==> src/hw/rtl/isq_pkg.sv <==
// Shared types and constants for the 64-bit table and Newton square root pipeline.
`default_nettype none
package isq_pkg;

  // Field widths.
  localparam int N_W     = 64;
  localparam int ROOT_W  = 32;
  localparam int CHUNK_W = 16;

  // Number of cells in each chain: one per root bit, one per quotient bit.
  localparam int SQRT_CELLS = 32;
  localparam int DIV_CELLS  = 64;

  // Right shifts that follow the interpolation.
  localparam logic [4:0] SH_TOP   = 5'd0;
  localparam logic [4:0] SH_MID   = 5'd8;
  localparam logic [4:0] SH_LOW   = 5'd16;
  localparam int         SMALL_SH = 24;

  // Per-item data that rides along with the table lookup.
  typedef struct packed {
    logic [N_W-1:0]     n;
    logic [CHUNK_W-1:0] md;
    logic [4:0]         sh;
    logic               tiny;
    logic               zero;
  } isq_side_t;

  // One lane of the bitwise root: argument bits still to consume,
  // partial remainder and partial root.
  typedef struct packed {
    logic [CHUNK_W-1:0] arg;
    logic [ROOT_W+1:0]  rem;
    logic [ROOT_W-1:0]  root;
  } isq_sqrt_lane_t;

  // Stage handed from one root cell to the next; two table words per item.
  typedef struct packed {
    logic           vld;
    isq_side_t      side;
    isq_sqrt_lane_t lo;
    isq_sqrt_lane_t hi;
  } isq_sqrt_stage_t;

  // Stage handed from one divider cell to the next.
  typedef struct packed {
    logic           vld;
    logic           bypass;
    logic [N_W-1:0] n;
    logic [N_W-1:0] r;
    logic [N_W-1:0] num;
    logic [N_W-1:0] rem;
    logic [N_W-1:0] quo;
  } isq_div_stage_t;

endpackage
`default_nettype wire

==> src/hw/rtl/isq_sqrt_cell.sv <==
// One cell of the bitwise square root chain that rebuilds two table words.
`default_nettype none
module isq_sqrt_cell (
  input  wire                       clk,
  input  wire                       rst_n,
  input  wire                       en,
  input  isq_pkg::isq_sqrt_stage_t  stg_i,
  output isq_pkg::isq_sqrt_stage_t  stg_o
);

  isq_pkg::isq_sqrt_stage_t stg_r;
  isq_pkg::isq_sqrt_stage_t stg_nxt;

  // One restoring step: bring in two argument bits, try the next root bit.
  function automatic isq_pkg::isq_sqrt_lane_t lane_step(input isq_pkg::isq_sqrt_lane_t l);
    isq_pkg::isq_sqrt_lane_t o;
    logic [isq_pkg::ROOT_W+1:0] cand;
    logic [isq_pkg::ROOT_W+1:0] trial;
    cand  = {l.rem[isq_pkg::ROOT_W-1:0], l.arg[isq_pkg::CHUNK_W-1 -: 2]};
    trial = {l.root, 2'b01};
    o.arg = {l.arg[isq_pkg::CHUNK_W-3:0], 2'b00};
    if (cand >= trial) begin
      o.rem  = cand - trial;
      o.root = {l.root[isq_pkg::ROOT_W-2:0], 1'b1};
    end else begin
      o.rem  = cand;
      o.root = {l.root[isq_pkg::ROOT_W-2:0], 1'b0};
    end
    return o;
  endfunction

  // Both lanes step together; side data passes unchanged.
  always_comb begin
    stg_nxt      = stg_i;
    stg_nxt.lo   = lane_step(stg_i.lo);
    stg_nxt.hi   = lane_step(stg_i.hi);
  end

  // Valid bit is control state and is reset.
  always_ff @(posedge clk) begin
    if (!rst_n) begin
      stg_r.vld <= 1'b0;
    end else if (en) begin
      stg_r.vld <= stg_nxt.vld;
    end
  end

  // Payload needs no reset.
  always_ff @(posedge clk) begin
    if (en) begin
      stg_r.side <= stg_nxt.side;
      stg_r.lo   <= stg_nxt.lo;
      stg_r.hi   <= stg_nxt.hi;
    end
  end

  assign stg_o = stg_r;

endmodule
`default_nettype wire

==> config.mk <==
export PLATFORM = sky130hd
export DESIGN_NAME = isq_sqrt_cell
export DESIGN_NICKNAME = d
export VERILOG_FILES = /design/src/hw/rtl/isq_pkg.sv /design/src/hw/rtl/isq_sqrt_cell.sv
export SDC_FILE = /design/constraint.sdc
export NUM_CORES = 1
export LEC_CHECK = 0
export ABC_AREA = 1
export CAP_MARGIN = 30
export CORE_AREA = 2 2 198 200
export DETAILED_ROUTE_END_ITERATION = 8
export DIE_AREA = 0 0 200 202
export DONT_BUFFER_PORTS = 1
export RECOVER_POWER = 25
export SYNTH_ARGS = -nofsm -noshare
export SYNTH_HDL_FRONTEND = slang
export SYNTH_SLANG_ARGS = --single-unit
==> constraint.sdc <==
create_clock -name clk -period 5.05 [get_ports clk]
set_clock_uncertainty 0.2 [all_clocks]
set_input_delay 0.2525 -clock clk [delete_from_list [all_inputs] [get_ports clk]]
set_output_delay 0.2525 -clock clk [all_outputs]
set_load 0.005 [all_outputs]
Word level (Yosys, flattened, before mapping)
Index checks and enable logic that the tools add are counted.
W data, S select, Z words.
- register bits after elaboration: 248
- bits of input ports: 255
- output and inout port bits: 252
- logic and storage cells: 18
- add/sub/neg operators: 2
- order comparisons: 2
- muxes and demuxes: 2
- operators by type and width (kind ; number):
    $mux W66 ; 2
    $ge A34 B34 Y1 ; 2
    $sub A34 B34 Y34 ; 2

Depth between registers and ports, before layout
- depth in word-level cells: 2
- mapped depth: 16
- gate-level depth less buffers: 15

Worst setup path after synthesis
Ideal clock, no wire load.
- kind: input-to-reg
- from: in stg_i[7] in the netlist's numbering
- to: reg stg_r, in the netlist stg_o[57] (data pin)
- setup time: 0.253 ns
- arrival time: 1.667 ns
- data required time: 4.597 ns
- path slack: 2.930 ns
- stages: 13
- buffers on the path: 1
- cells stage by stage: inv_1 ha_1 nand2_1 inv_1 a21oi_1 nand3_1 nand2_1 nand3_1 nand2_1 nand2_4 buf_4 nand3_1 nand2_1
- RTL lines (what ; RTL line ; source):
    start: declaration ; isq_sqrt_cell.sv:7 ; input isq_pkg::isq_sqrt_stage_t stg_i,
    end: declaration ; isq_sqrt_cell.sv:11 ; isq_pkg::isq_sqrt_stage_t stg_r;

==> impl_results.md <==
- CP Data Required Time: 5110 ps
- Max FFs per register: 248
- Wire per inst: 18.5 um
- Final RePlAce weighted congestion: 0.929
- Area of the multi-input gates: 0.00490 sq mm
- Final Setup Violations: 0
- Area growth, synth to finish: 29.0%
- Global Route Usage Sum: 0.204
- Tcrit/Tclk final: 0.572
- Drt first pass iters: 5
- TritonCTS clock tree: yes
- Hold buffer count at CTS: 247
- Row cnt: 72
- Register Area: 0.00744 sq mm
- Largest net degree at the start of global routing: 250
- Fraction of layout cells with a size suffix above 1: 0.0311
- Avg Cell Area, Syn: 8.85 sq um
- Sink Count: 248
- Worst hold path type: in2reg
- Post-cts repair resize count: 0
- RSZ-0062 raised after global routing: no
- Post-DP Area: 0.0140 sq mm
- Routed Antenna Nets: 0
- #FFs+latches synth: 248
- Die Width: 200 um
- Outcome: finished with violations
- First-pass GRT wire length: 63300 um
- Fin Setup TNS: 0 ps
- Layout Nets: 2105
- Via/cell ratio: 4.68
- Setup crit end kind: flop
- Failing checks: hold timing
- Seq/Total Area, Yosys: 0.553
- Deepest clock path buffer count: 3
- Initial Util: 0.351
- Die ar.: 0.0404 sq mm
- Remaining DRCs: 0
- Worst Path Buf+Inv: 2
- Layout fillers: 3688
- WHS: -374 ps
- CTS Buf Count: 27
- Violation count after the first detailed-route iteration: 660
- Vias in the first global route: 11.2k
- IO Port Bufs: 0
- PD cells: 323 mW/mm^2
- MaxCap Viol Count: 0
- Fmax: 346 MHz
- CP arrival: 2950 ps
- Postcts setup bufs: 0
- CP cell instances: dlygate4sd3_1, ha_1, nand2_1, nor2_1, nand2_1, nor2_1, nand4_1, nand2_1, nor2_1, nand2_4, inv_4, nand2_1, nand2_1
- Via count: 10.9k
- Most used cell along the critical path: nand2_1
- I/O pins: 507
- Core Area: 0.0383 sq mm
- Leakage power: 7.93 nW
- Post-Synthesis Cells: 1519
- Worst-path clk slew: 60 ps
- Period minus WS final: 2890 ps
- Fin. max-slew vios: 0
- Antenna violations before repair: 2
- H-tree lvl count: 1
- Clock root buffer: clkbuf_16
- CP Max Fanout: 37
- Worst-margin pin slew: 829 ps
- Fin area: 0.0173 sq mm
- Mapped cell area: 0.0134 sq mm
- CP Launch Type: primary input
- Worst skew pair latency: 530 ps
- Critical path class: in2reg
- Hold Fails Final Rpt: 247
- Post-DP HPWL: 30900 um
- Top delay family on crit path: simple AND/OR/NAND/NOR gates
- Peak supply drop: 0.000297 V
- Die Y: 202 um
- Delay of the slowest cell on the worst path: 570 ps
- GRT overflow: 0
- Ys Warns: 0
- Critical-path top delay cell: dlygate4sd3_1
- Routed Wire Length: 42900 um
- Slew margin rel.: 0.442
- Number of library cell types mapped by synthesis: 28
-- worst paths after layout --
kind                                start                 endpoint  slack [ps]  cells after the start
setup / recovery               stg_i[130]     stg_o[122]$_DFFE_PP_        2160                     13
hold / removal                         en      stg_o[64]$_DFFE_PP_        -370                      0
setup reg to reg  stg_o[251]$_SDFFE_PN0P_  stg_o[251]$_SDFFE_PN0P_        3640                      3
hold reg to reg   stg_o[251]$_SDFFE_PN0P_  stg_o[251]$_SDFFE_PN0P_         930                      3
-- cell families after synthesis --
group,count (synthesis),share of synthesized area
compound gates,96,0.0375
xor+xnor,34,0.0222
fa+ha+maj,68,0.0633
buf+inv,275,0.0833
flops,248,0.553
other cells,1,0.000279
simple gates,797,0.240
-- cells in the final DEF (no fill, tap or decap), drive strengths merged, types with 3 or more instances in the layout --
| cell type | synthesis | layout |
|---|---|---|
| o21ai | 30 | 30 |
| nor2 | 114 | 114 |
| o21bai | 5 | 5 |
| nand2 | 568 | 568 |
| nand4 | 16 | 16 |
| edfxtp | 247 | 247 |
| ha | 68 | 68 |
| xnor2 | 8 | 8 |
| conb | 1 | 4 |
| a21oi | 58 | 58 |
| nand3 | 74 | 74 |
| xor2 | 26 | 26 |
| inv | 259 | 262 |
| nor3 | 8 | 8 |
| bufinv | 0 | 4 |
| clkbuf | 0 | 30 |
| and2 | 3 | 3 |
| dlygate4sd3 | 0 | 247 |
| nand3b | 11 | 11 |
| clkinv | 0 | 11 |
-- worst register-to-register path, cell delays in order, from the launching register on --
cell	delay, ps
dfxtp_1	330
o21ai_0	170
a21oi_1	60
dlygate4sd3_1	550
-- power by group --
group / switching, mW / internal (mW)
Combinational: 0.548 / 0.369
Clock: 0.840 / 1.19
Sequential: 0.130 / 2.51
-- metal layers --
layer / wire (um) / GRT usage / vias to the layer above
met5: 15 / 0 / -
met4: 1640 / 0.0746 / 2
met3: 3010 / 0.0419 / 71
met2: 21700 / 0.375 / 419
met1: 16600 / 0.230 / 4962
li1: - / - / 5415
-- cell type report --
class,instances,share of cell area
Sequential cell,248,0.429
Multi-Input combinational cell,999,0.282
Timing Repair Buffer,247,0.143
Inverter,259,0.0563
Clock buffer,30,0.0396
Tap cell,518,0.0374
Clock inverter,19,0.0127
Antenna cell,2,0.000289
-- stage by stage --
step	worst slack (ps)	hold WS (ps)	cells	power [mW]	util
after floorplan	2930	146	1522	3.21	-
after global placement	2020	151	2024	3.43	0.365
after detailed placement	1990	151	2024	3.43	0.365
after CTS	2110	-404	2320	5.65	0.453
after global routing	1800	-401	2322	5.87	0.453
final	2160	-374	2322	5.60	0.453
-- synth_stat cells --
cell      count  area share
edfxtp_1    247        0.55
buf_6         6      0.0050
nand4_1      16      0.0074
o21ai_0      30       0.011
nor2_2        7      0.0033
nor3_1        8      0.0030
a21o_1        2      0.0011
dfxtp_1       1      0.0015
nand2_2       2     0.00093
inv_1       257       0.072
conb_1        1     0.00028
nand3b_1     11      0.0061
nor3b_1       1     0.00056
buf_4        10      0.0056
a21oi_1      57       0.021
xor2_1       26       0.017
o211ai_1      1     0.00056
nand2_4       2      0.0017
nand2_1     564        0.16
o21bai_1      5      0.0028
xnor2_1       8      0.0052
and2_1        3      0.0014
a21oi_2       1     0.00065
inv_4         2     0.00093
ha_1         68       0.063
nor2_1      107       0.030
nand3_1      74       0.028
nor4_1        2     0.00093
(Power assumes the default switching activity.)
