<file path="src/hw/rtl/isq_pkg.sv">
// Shared types and constants for the 64-bit table and Newton square root pipeline.
`default_nettype none
package isq_pkg;

  // Field widths.
  localparam int N_W     = 64;
  localparam int ROOT_W  = 32;
  localparam int CHUNK_W = 16;

  // Number of cells in each chain: one per root bit, one per quotient bit.
  localparam int SQRT_CELLS = 32;
  localparam int DIV_CELLS  = 64;

  // Right shifts that follow the interpolation.
  localparam logic [4:0] SH_TOP   = 5'd0;
  localparam logic [4:0] SH_MID   = 5'd8;
  localparam logic [4:0] SH_LOW   = 5'd16;
  localparam int         SMALL_SH = 24;

  // Per-item data that rides along with the table lookup.
  typedef struct packed {
    logic [N_W-1:0]     n;
    logic [CHUNK_W-1:0] md;
    logic [4:0]         sh;
    logic               tiny;
    logic               zero;
  } isq_side_t;

  // One lane of the bitwise root: argument bits still to consume,
  // partial remainder and partial root.
  typedef struct packed {
    logic [CHUNK_W-1:0] arg;
    logic [ROOT_W+1:0]  rem;
    logic [ROOT_W-1:0]  root;
  } isq_sqrt_lane_t;

  // Stage handed from one root cell to the next; two table words per item.
  typedef struct packed {
    logic           vld;
    isq_side_t      side;
    isq_sqrt_lane_t lo;
    isq_sqrt_lane_t hi;
  } isq_sqrt_stage_t;

  // Stage handed from one divider cell to the next.
  typedef struct packed {
    logic           vld;
    logic           bypass;
    logic [N_W-1:0] n;
    logic [N_W-1:0] r;
    logic [N_W-1:0] num;
    logic [N_W-1:0] rem;
    logic [N_W-1:0] quo;
  } isq_div_stage_t;

endpackage
`default_nettype wire

</file>
<file path="src/hw/rtl/isq_div_cell.sv">
// One cell of the restoring divider chain used by the Newton steps.
`default_nettype none
module isq_div_cell (
  input  wire                      clk,
  input  wire                      rst_n,
  input  wire                      en,
  input  isq_pkg::isq_div_stage_t  stg_i,
  output isq_pkg::isq_div_stage_t  stg_o
);

  isq_pkg::isq_div_stage_t stg_r;
  isq_pkg::isq_div_stage_t stg_nxt;
  logic [isq_pkg::N_W:0]   cand;

  // Shift in the next dividend bit and try to subtract the divisor.
  always_comb begin
    stg_nxt     = stg_i;
    cand        = {stg_i.rem, stg_i.num[isq_pkg::N_W-1]};
    stg_nxt.num = {stg_i.num[isq_pkg::N_W-2:0], 1'b0};
    if (cand >= {1'b0, stg_i.r}) begin
      stg_nxt.rem = isq_pkg::N_W'(cand - {1'b0, stg_i.r});
      stg_nxt.quo = {stg_i.quo[isq_pkg::N_W-2:0], 1'b1};
    end else begin
      stg_nxt.rem = cand[isq_pkg::N_W-1:0];
      stg_nxt.quo = {stg_i.quo[isq_pkg::N_W-2:0], 1'b0};
    end
  end

  // Valid bit is control state and is reset.
  always_ff @(posedge clk) begin
    if (!rst_n) begin
      stg_r.vld <= 1'b0;
    end else if (en) begin
      stg_r.vld <= stg_nxt.vld;
    end
  end

  // Payload needs no reset.
  always_ff @(posedge clk) begin
    if (en) begin
      stg_r.bypass <= stg_nxt.bypass;
      stg_r.n      <= stg_nxt.n;
      stg_r.r      <= stg_nxt.r;
      stg_r.num    <= stg_nxt.num;
      stg_r.rem    <= stg_nxt.rem;
      stg_r.quo    <= stg_nxt.quo;
    end
  end

  assign stg_o = stg_r;

endmodule
`default_nettype wire

</file>
<file path="config.mk">
export PLATFORM = sky130hd
export DESIGN_NAME = isq_div_cell
export DESIGN_NICKNAME = d
export VERILOG_FILES = /design/src/hw/rtl/isq_pkg.sv /design/src/hw/rtl/isq_div_cell.sv
export SDC_FILE = /design/constraint.sdc
export NUM_CORES = 1
export LEC_CHECK = 0
export ABC_AREA = 1
export BUFFER_PORTS_ARGS = -buffer_cell sky130_fd_sc_hd__buf_2
export CAP_MARGIN = 20
export CORE_AREA = 4 4 251 253
export DETAILED_ROUTE_END_ITERATION = 16
export DIE_AREA = 0 0 255 257
export HOLD_SLACK_MARGIN = 0.08
export PLACE_DENSITY_LB_ADDON = 0.05
export SETUP_SLACK_MARGIN = 0.1
export SKIP_CTS_REPAIR_TIMING = 1
export SYNTH_ARGS = -nofsm -noshare
export SYNTH_HDL_FRONTEND = slang
export SYNTH_SLANG_ARGS = --single-unit
export TNS_END_PERCENT = 1
</file>
<file path="constraint.sdc">
create_clock -name clk -period 2.85 [get_ports clk]
set_clock_uncertainty 0.1 [all_clocks]
set_input_delay 0.1425 -clock clk [delete_from_list [all_inputs] [get_ports clk]]
set_output_delay 0.1425 -clock clk [all_outputs]
set_load 0.01 [all_outputs]
</file>
Word level (Yosys, flattened, before mapping)
Cells that the tools add are included.
{ "word_totals": {"register_bits": 321, "in_bits": 325, "out_inout_bits": 322, "wordCells": 10} }
{ "op_classes": {"add_sub_neg": 1, "magnitude_cmp": 1, "n_mux": 1} }
{ "ops": {"columns": ["operator", "n"], "rows": [
  ["$mux 128", 1],
  ["$ge 65x64->1", 1],
  ["$sub 64x64->64", 1]
]} }

Logic depth before layout (Yosys ltp)
Gate-level depths: netlist of run 1.
{ "depth": {"word_depth": 2, "ltp_mapped": 18, "depth_no_buf": 16} }

Worst setup path after synthesis of run 1
No wires, ideal clock.
{ "synth_timing": {"path_kind": "input to register", "start": "input port stg_i[248] in the netlist's numbering", "end": "register stg_r, in the netlist stg_o[67], data pin", "setup_ns": 0.253, "arrival_time_ns": 1.700, "required_ns": 2.497, "setup_slack_ns": 0.798, "path_stages": 14, "path_buffers": 2, "path_cell_list": "inv_1 -> ha_1 -> nand2_1 -> inv_1 -> a21oi_2 -> inv_1 -> o21ai_1 -> nand3_2 -> nor2_4 -> nand2_4 -> buf_12 -> buf_12 -> nand2_2 -> nand2_1"} }
{ "synth_rtl": {"columns": ["element", "line", "source"], "rows": [
  ["start, declared", "isq_div_cell.sv:7", "input isq_pkg::isq_div_stage_t stg_i,"],
  ["end, declared", "isq_div_cell.sv:11", "isq_pkg::isq_div_stage_t stg_r;"]
]} }

==> results of run 1 <==
worst paths after layout:
check	end	slack (ps)	cells past startpoint
worst max-delay path	stg_o[120]$_DFFE_PP_	220	13
worst min-delay path	stg_o[80]$_DFFE_PP_	120	5
worst max register to register	stg_o[321]$_SDFFE_PN0P_	1550	3
worst min register to register	stg_o[321]$_SDFFE_PN0P_	1000	3
worst max-delay path, stage by stage:
cell           delay, ps
dlygate4sd3_1        530
buf_2                130
ha_1                 360
nand2_1              250
inv_1                 70
a21oi_1              260
inv_1                 70
a21oi_1              310
nand2_1               90
a21oi_1              330
nand3b_1             130
nand3_1              110
nand2_1               50
per-stage QoR:
| step | setup WS (ps) | hold slack [ps] | cell area, sq um |
|---|---|---|---|
| 3_3_place_gp | 163 | 220 | 21500 |
| 4_1_cts | 773 | -384 | 22700 |
| 2_1_floorplan | 798 | 136 | 17000 |
| 5_1_grt | 75.5 | 136 | 25900 |
| 6_report | 221 | 121 | 25900 |
| 3_5_place_dp | 173 | 221 | 21500 |
cells by family (layout without fill, tap and decap cells):
logic type | count (synthesis) | after routing
simple gates | 1012 | 1012
buf+inv | 420 | 1475
flops | 321 | 321
fa+ha+maj | 65 | 65
compound gates | 55 | 55
xor+xnor | 31 | 31
other cells | 1 | 13
routing by layer:
metal | GRT usage, % | wire (microns) | part of all wire [%] | up-vias
met5 | 0 | 10 | 0.013 | -
met2 | 37.9 | 37500 | 49 | 506
met3 | 5.75 | 4780 | 6.2 | 97
met1 | 26.2 | 31800 | 41 | 7559
li1 | - | - | - | 8065
met4 | 7.56 | 2550 | 3.3 | 2
Yosys cell counts, types with 5 or more instances:
cell type | count | share of area, %
nand2_2 | 42 | 1.5
nand2_1 | 658 | 15
clkbuf_1 | 5 | 0.11
nor2_4 | 7 | 0.46
nor4_1 | 6 | 0.22
nand4_1 | 6 | 0.22
nor2_2 | 19 | 0.70
inv_2 | 21 | 0.46
inv_1 | 377 | 8.3
a21oi_1 | 43 | 1.3
buf_1 | 6 | 0.13
nand3_1 | 142 | 4.2
nand3b_1 | 16 | 0.71
edfxtp_1 | 320 | 57
o21ai_0 | 7 | 0.21
nor2_1 | 96 | 2.1
nor3_1 | 9 | 0.26
ha_1 | 64 | 4.7
xor2_1 | 30 | 1.5
cell type report:
type / instances / share of cell area [%]
Clock inverter: 21 / 0.781
Sequential cell: 321 / 37.1
Antenna cell: 12 / 0.116
Tap cell: 790 / 3.81
Clock buffer: 50 / 4.00
Multi-Input combinational cell: 1164 / 22.0
Timing Repair Buffer: 1004 / 26.4
Inverter: 400 / 5.79
power breakdown:
| group | total (mW) | internal (mW) | switching, mW |
|---|---|---|---|
| Combinational | 3.24 | 1.29 | 1.95 |
| Clock | 4.89 | 2.85 | 2.03 |
| Sequential | 5.84 | 5.72 | 0.114 |
==> run summary, run 1 <==
post-route ant nets -> 0
Period Utilization, post-route -> 92.3%
area of the die -> 65500 sq um
crit path time final -> 2630 ps
Layout fillers -> 6188
Final Hold Viols -> 0
EDFF count, synth -> 320
Crit. Startpoint -> stg_i[114]
CTS tree -> yes
Die W -> 255 microns
Final TNS setup -> 0 ps
register area share after synthesis -> 56.7%
chip height -> 257 microns
number of H-tree levels -> 2
area delta synth->final -> 52.7%
row count -> 91
post-synthesis compound-gate area fraction -> 1.70%
Post-Route WL -> 76700 microns
Detail Placement HPWL -> 62800 microns
main combinational cell family by area after synthesis -> simple AND/OR/NAND/NOR gates
Post-Layout Cell Count -> 3762
P_leak -> 12.9 nW
Nets -> 3320
vias per cell -> 4.31
DRC -> 0
number of global-route vias before repair -> 15.0k
Max-cap violations -> 0
post-synthesis mux area share -> 0%
Required @ worst endpoint -> 3060 ps
RR Startpoint -> stg_o[321]$_SDFFE_PN0P_
max reg flops -> 321
largest net degree at the start of global routing -> 76
crit path DAT -> 2840 ps
buffers added on ports -> 644
Multi-input gate area -> 5720 sq um
outcome -> finished clean
Yosys reg bits -> 321
Crit Path Class -> in -> reg
register area -> 9630 sq um
Max Slew Vio Count -> 0
Vias -> 16.2k
DRT iter0 DRCs -> 883
DR pass1 iterations -> 5
Critical Path Sink Type -> register
f_max -> 380 MHz
Min-Delay Startpoint -> stg_i[79]
GRT overflow -> 0
FFs w/ async S/R, synth -> 0%
clock slew at reported path FFs -> 60 ps
pwr/cell area -> 538 nW/um^2
Setup Viol. Count Final -> 0
Total Routing Usage GR -> 21.8%
CP Max Fanout -> 5
placer congestion estimate -> 0.934
top-level I/O count -> 647
Synth Flop Type -> edfxtp_1
clock tree sinks -> 321
Skew-Pair Late Insertion Delay -> 560 ps
Synthesis Warnings -> 0
Post-Syn Nets -> 2295
Syn Inst Count -> 1905
layout cells sized above 1 -> 28.2%
RSZ-0062 raised after global routing -> no
utilization after layout -> 42.5%
Mean Syn Cell Area -> 8.92 sq um
Post-Synth XOR/XNOR Area -> 1.60%
total chip power -> 14.0 mW
synth unique cells -> 36
Tightest Hold Check Type -> in -> reg
dpl cells -> 3357
commonest cells after routing, fill and taps aside -> nand2_1 (658), buf_2 (643), inv_1 (377), dlygate4sd3_1 (322), edfxtp_1 (320)
Post-Synthesis Cell Area -> 17000 sq um
clock root buffer -> clkbuf_16
first-pass GRT wire length -> 104000 microns
Synth Area in Simple Gates -> 25.5%
most common cell after layout, fill and taps aside -> nand2_1
Num CTS Buffers -> 39
Peak VDD IR -> 0.350 mV
Post-Synth Adder-Cell Area -> 4.83%
CP Launch Type -> input pin
Initial Util -> 27.8%
WL/cell -> 20.4 microns
antenna violations before repair -> 14
Clock Tree Buf Depth -> 3
core area -> 61000 sq um
Power figures use the tool's default switching activity.
==> run 2, diff against run 1 <==
ABC_AREA = unset   (was 1)
CORE_AREA = 4 4 253 255   (was 4 4 251 253)
DIE_AREA = 0 0 257 259   (was 0 0 255 257)
==> run summary, run 2 <==
DRT iter0 DRCs -> 704 (-20%)
max reg flops -> 321 (unchanged)
Setup Viol. Count Final -> 0 (unchanged)
clock slew at reported path FFs -> 50 ps (about the same)
Required @ worst endpoint -> 3060 ps (about the same)
clock root buffer -> clkbuf_16
register area share after synthesis -> 66.4% (+9.7 points)
Initial Util -> 23.6% (-4.3 points)
Slew @ Worst Pin -> 574 ps
Period Utilization, post-route -> 93.2% (+0.93 points)
area delta synth->final -> 75.4%
RSZ-0062 raised after global routing -> yes
Critical Path Sink Type -> register
P_leak -> 11.3 nW (-12%)
Skew-Pair Late Insertion Delay -> 560 ps (about the same)
outcome -> finished clean
Final Hold Viols -> 0 (unchanged)
Die W -> 257 microns (+0.78%)
crit path time final -> 2660 ps (+26.5 ps)
Post-Synthesis Cell Area -> 14500 sq um (-15%)
critical path's top delay family -> compound AO/OA/AOI/OAI gates
number of global-route vias before repair -> 12.8k (-15%)
Synth area leaders -> edfxtp_1 (66%), ha_1 (5.5%), a21oi_1 (3.8%), xnor2_1 (2.2%), inv_1 (2.0%)
EDFF count, synth -> 320 (unchanged)
row count -> 91 (unchanged)
delay of the slowest critical-path stage -> 330 ps (-200 ps)
first-pass GRT wire length -> 88500 microns (-15%)
WL/cell -> 20.2 microns (-0.90%)
DRC -> 0 (unchanged)
CP Max Fanout -> 19 (+14)
Layout fillers -> 6040 (-2.4%)
Vias -> 13.3k (-18%)
Max-cap violations -> 0 (unchanged)
Synthesis Warnings -> 0 (unchanged)
Post-Route WL -> 64300 microns (-16%)
setup ws final -> 194 ps (-26.5 ps)
Max transition margin -> 61.7%
Commonest cells post-synth -> edfxtp_1 (320), a21oi_1 (111), inv_1 (79)
Num CTS Buffers -> 40 (+2.6%)
dpl cells -> 2784 (-17%)
Setup WS pre-CTS -> -551 ps (-724 ps)
top-level I/O count -> 647 (unchanged)
CTS tree -> yes
post-route ant nets -> 0 (unchanged)
Critical Path, Cell by Cell -> buf_2 -> inv_1 -> ha_1 -> nand4_1 -> buf_4 -> a211o_1 -> o21ai_1 -> buf_4 -> nor3_2 -> o21ai_2 -> a31o_2 -> a21o_4 -> buf_12 -> mux2_4
Tightest Hold Check Type -> in -> reg
Yosys top cell by area -> edfxtp_1
Crit Path Class -> in -> reg
utilization after layout -> 41.3% (-1.2 points)
crit-path most repeated cell -> buf_4
Nets -> 2705 (-19%)
Max Slew Vio Count -> 0 (unchanged)
placer congestion estimate -> 0.848 (-9.2%)
largest net degree at the start of global routing -> 56 (-26%)
CP Launch Type -> input pin
Synth Flop Type -> edfxtp_1
area of the die -> 66600 sq um (+1.6%)
core area -> 61600 sq um (+0.93%)
clock tree sinks -> 321 (unchanged)
crit path DAT -> 2870 ps (+30 ps)
share of the synthesized area in the top cell type -> 66.2% (+9.7 points)
Post-Layout Cell Count -> 3185 (-15%)
Max stage delay cell, worst path -> ha_1
Mean Syn Cell Area -> 13.5 sq um (+51%)
number of H-tree levels -> 2 (unchanged)
buffers added on ports -> 644 (unchanged)
vias per cell -> 4.19 (-2.9%)
Peak VDD IR -> 0.381 mV (+8.7%)
WP buf/inv -> 5 (+1)
DR pass1 iterations -> 4 (-1)
synth unique cells -> 68 (+89%)
FFs w/ async S/R, synth -> 0% (unchanged)
f_max -> 377 MHz (-1.0%)
top-count cell post-synth -> edfxtp_1
Post-Syn Nets -> 1467 (-36%)
antenna violations before repair -> 12 (-2)
GRT overflow -> 0 (unchanged)
chip height -> 259 microns (+0.78%)
commonest cells after routing, fill and taps aside -> buf_2 (643), dlygate4sd3_1 (324), edfxtp_1 (320), buf_4 (254), a21oi_1 (105)
Syn Inst Count -> 1077 (-43%)
layout cells sized above 1 -> 44.5% (+16 points)
most common cell after layout, fill and taps aside -> buf_2
Detail Placement HPWL -> 51800 microns (-17%)
pwr/cell area -> 553 nW/um^2 (+2.8%)
Total Routing Usage GR -> 17.8% (-4.0 points)
Clock Tree Buf Depth -> 3 (unchanged)
Yosys reg bits -> 321 (unchanged)
run 2: cell count changes after synthesis, moves of 21 or more:
cell     before  now
nand2_1     658   60
inv_1       377   79
nand3_1     142   11
a21oi_1      43  111
nand2_2      42    0
a21o_1        1   37
xnor2_1       1   37
o21ai_0       7   41
inv_2        21    0
run 2: stage by stage:
| step | setup TNS (ps) | power (mW) | area [sq um] | hold WS, ps |
|---|---|---|---|---|
| 3_5_place_dp | -29430 | 8.97 | 20900 | 221 |
| 4_1_cts | 0 | 13.9 | 22100 | -402 |
| 3_3_place_gp | -26650 | 8.99 | 20900 | 218 |
| 5_1_grt | 0 | 14.8 | 25400 | 103 |
| 6_report | 0 | 14.1 | 25400 | 75.8 |
| 2_1_floorplan | 0 | 7.25 | 14700 | 141 |
run 2: worst register-to-register path: cells and delay by family, from the launching register on:
kind                   cells  cell delay [ps]
buffers and inverters      1              540
flip-flops                 1              300
multiplexers               1              120
AND/OR/NAND/NOR            1               60
run 2: per-layer routing:
layer / global-route usage (%) / vias to the layer above / wire [microns]
li1: - / 6500 / -
met1: 19.8 / 6325 / 25100
met2: 32.4 / 398 / 33300
met3: 5.84 / 93 / 3980
met4: 5.53 / 20 / 1830
met5: 0 / - / 143
run 2: power by group:
| part | internal, mW | leakage (nW) | switching (mW) | total (mW) |
|---|---|---|---|---|
| Sequential | 5.73 | 3.14 | 0.111 | 5.84 |
| Clock | 2.78 | 0.591 | 2.08 | 4.86 |
| Combinational | 1.67 | 7.58 | 1.71 | 3.37 |
| Total | 10.2 | 11.3 | 3.90 | 14.1 |
run 2: final cells by class:
class	count	area [sq um]	share of cell area, %
Sequential cell	321	9630	37.8
Timing Repair Buffer	1231	8560	33.7
Multi-Input combinational cell	642	4680	18.4
Clock buffer	54	1080	4.26
Tap cell	837	1050	4.12
Inverter	79	297	1.17
Clock inverter	18	143	0.561
Antenna cell	3	7.51	0.0295
run 2: final timing paths:
| kind | from | endpoint | slack, ps | cells after the start |
|---|---|---|---|---|
| min reg2reg | stg_o[321]$_SDFFE_PN0P_ | stg_o[321]$_SDFFE_PN0P_ | 960 | 3 |
| min | stg_i[84] | stg_o[85]$_DFFE_PP_ | 80 | 4 |
| max reg2reg | stg_o[321]$_SDFFE_PN0P_ | stg_o[321]$_SDFFE_PN0P_ | 1610 | 3 |
| max | stg_i[216] | stg_o[71]$_DFFE_PP_ | 190 | 14 |
run 2: cell families (layout without fill, tap and decap cells):
group / after synthesis / after routing / share of synthesized area [%]
AOI/OAI and AO/OA: 278 / 278 / 12.5
xor gates and xnor gates: 57 / 57 / 3.44
adders and majority gates: 65 / 65 / 5.66
buffers and inverters: 114 / 1382 / 3.39
DFF: 321 / 321 / 66.4
muxes: 17 / 17 / 1.30
other: 1 / 4 / 0.0258
and+or+nand+nor: 224 / 224 / 7.32
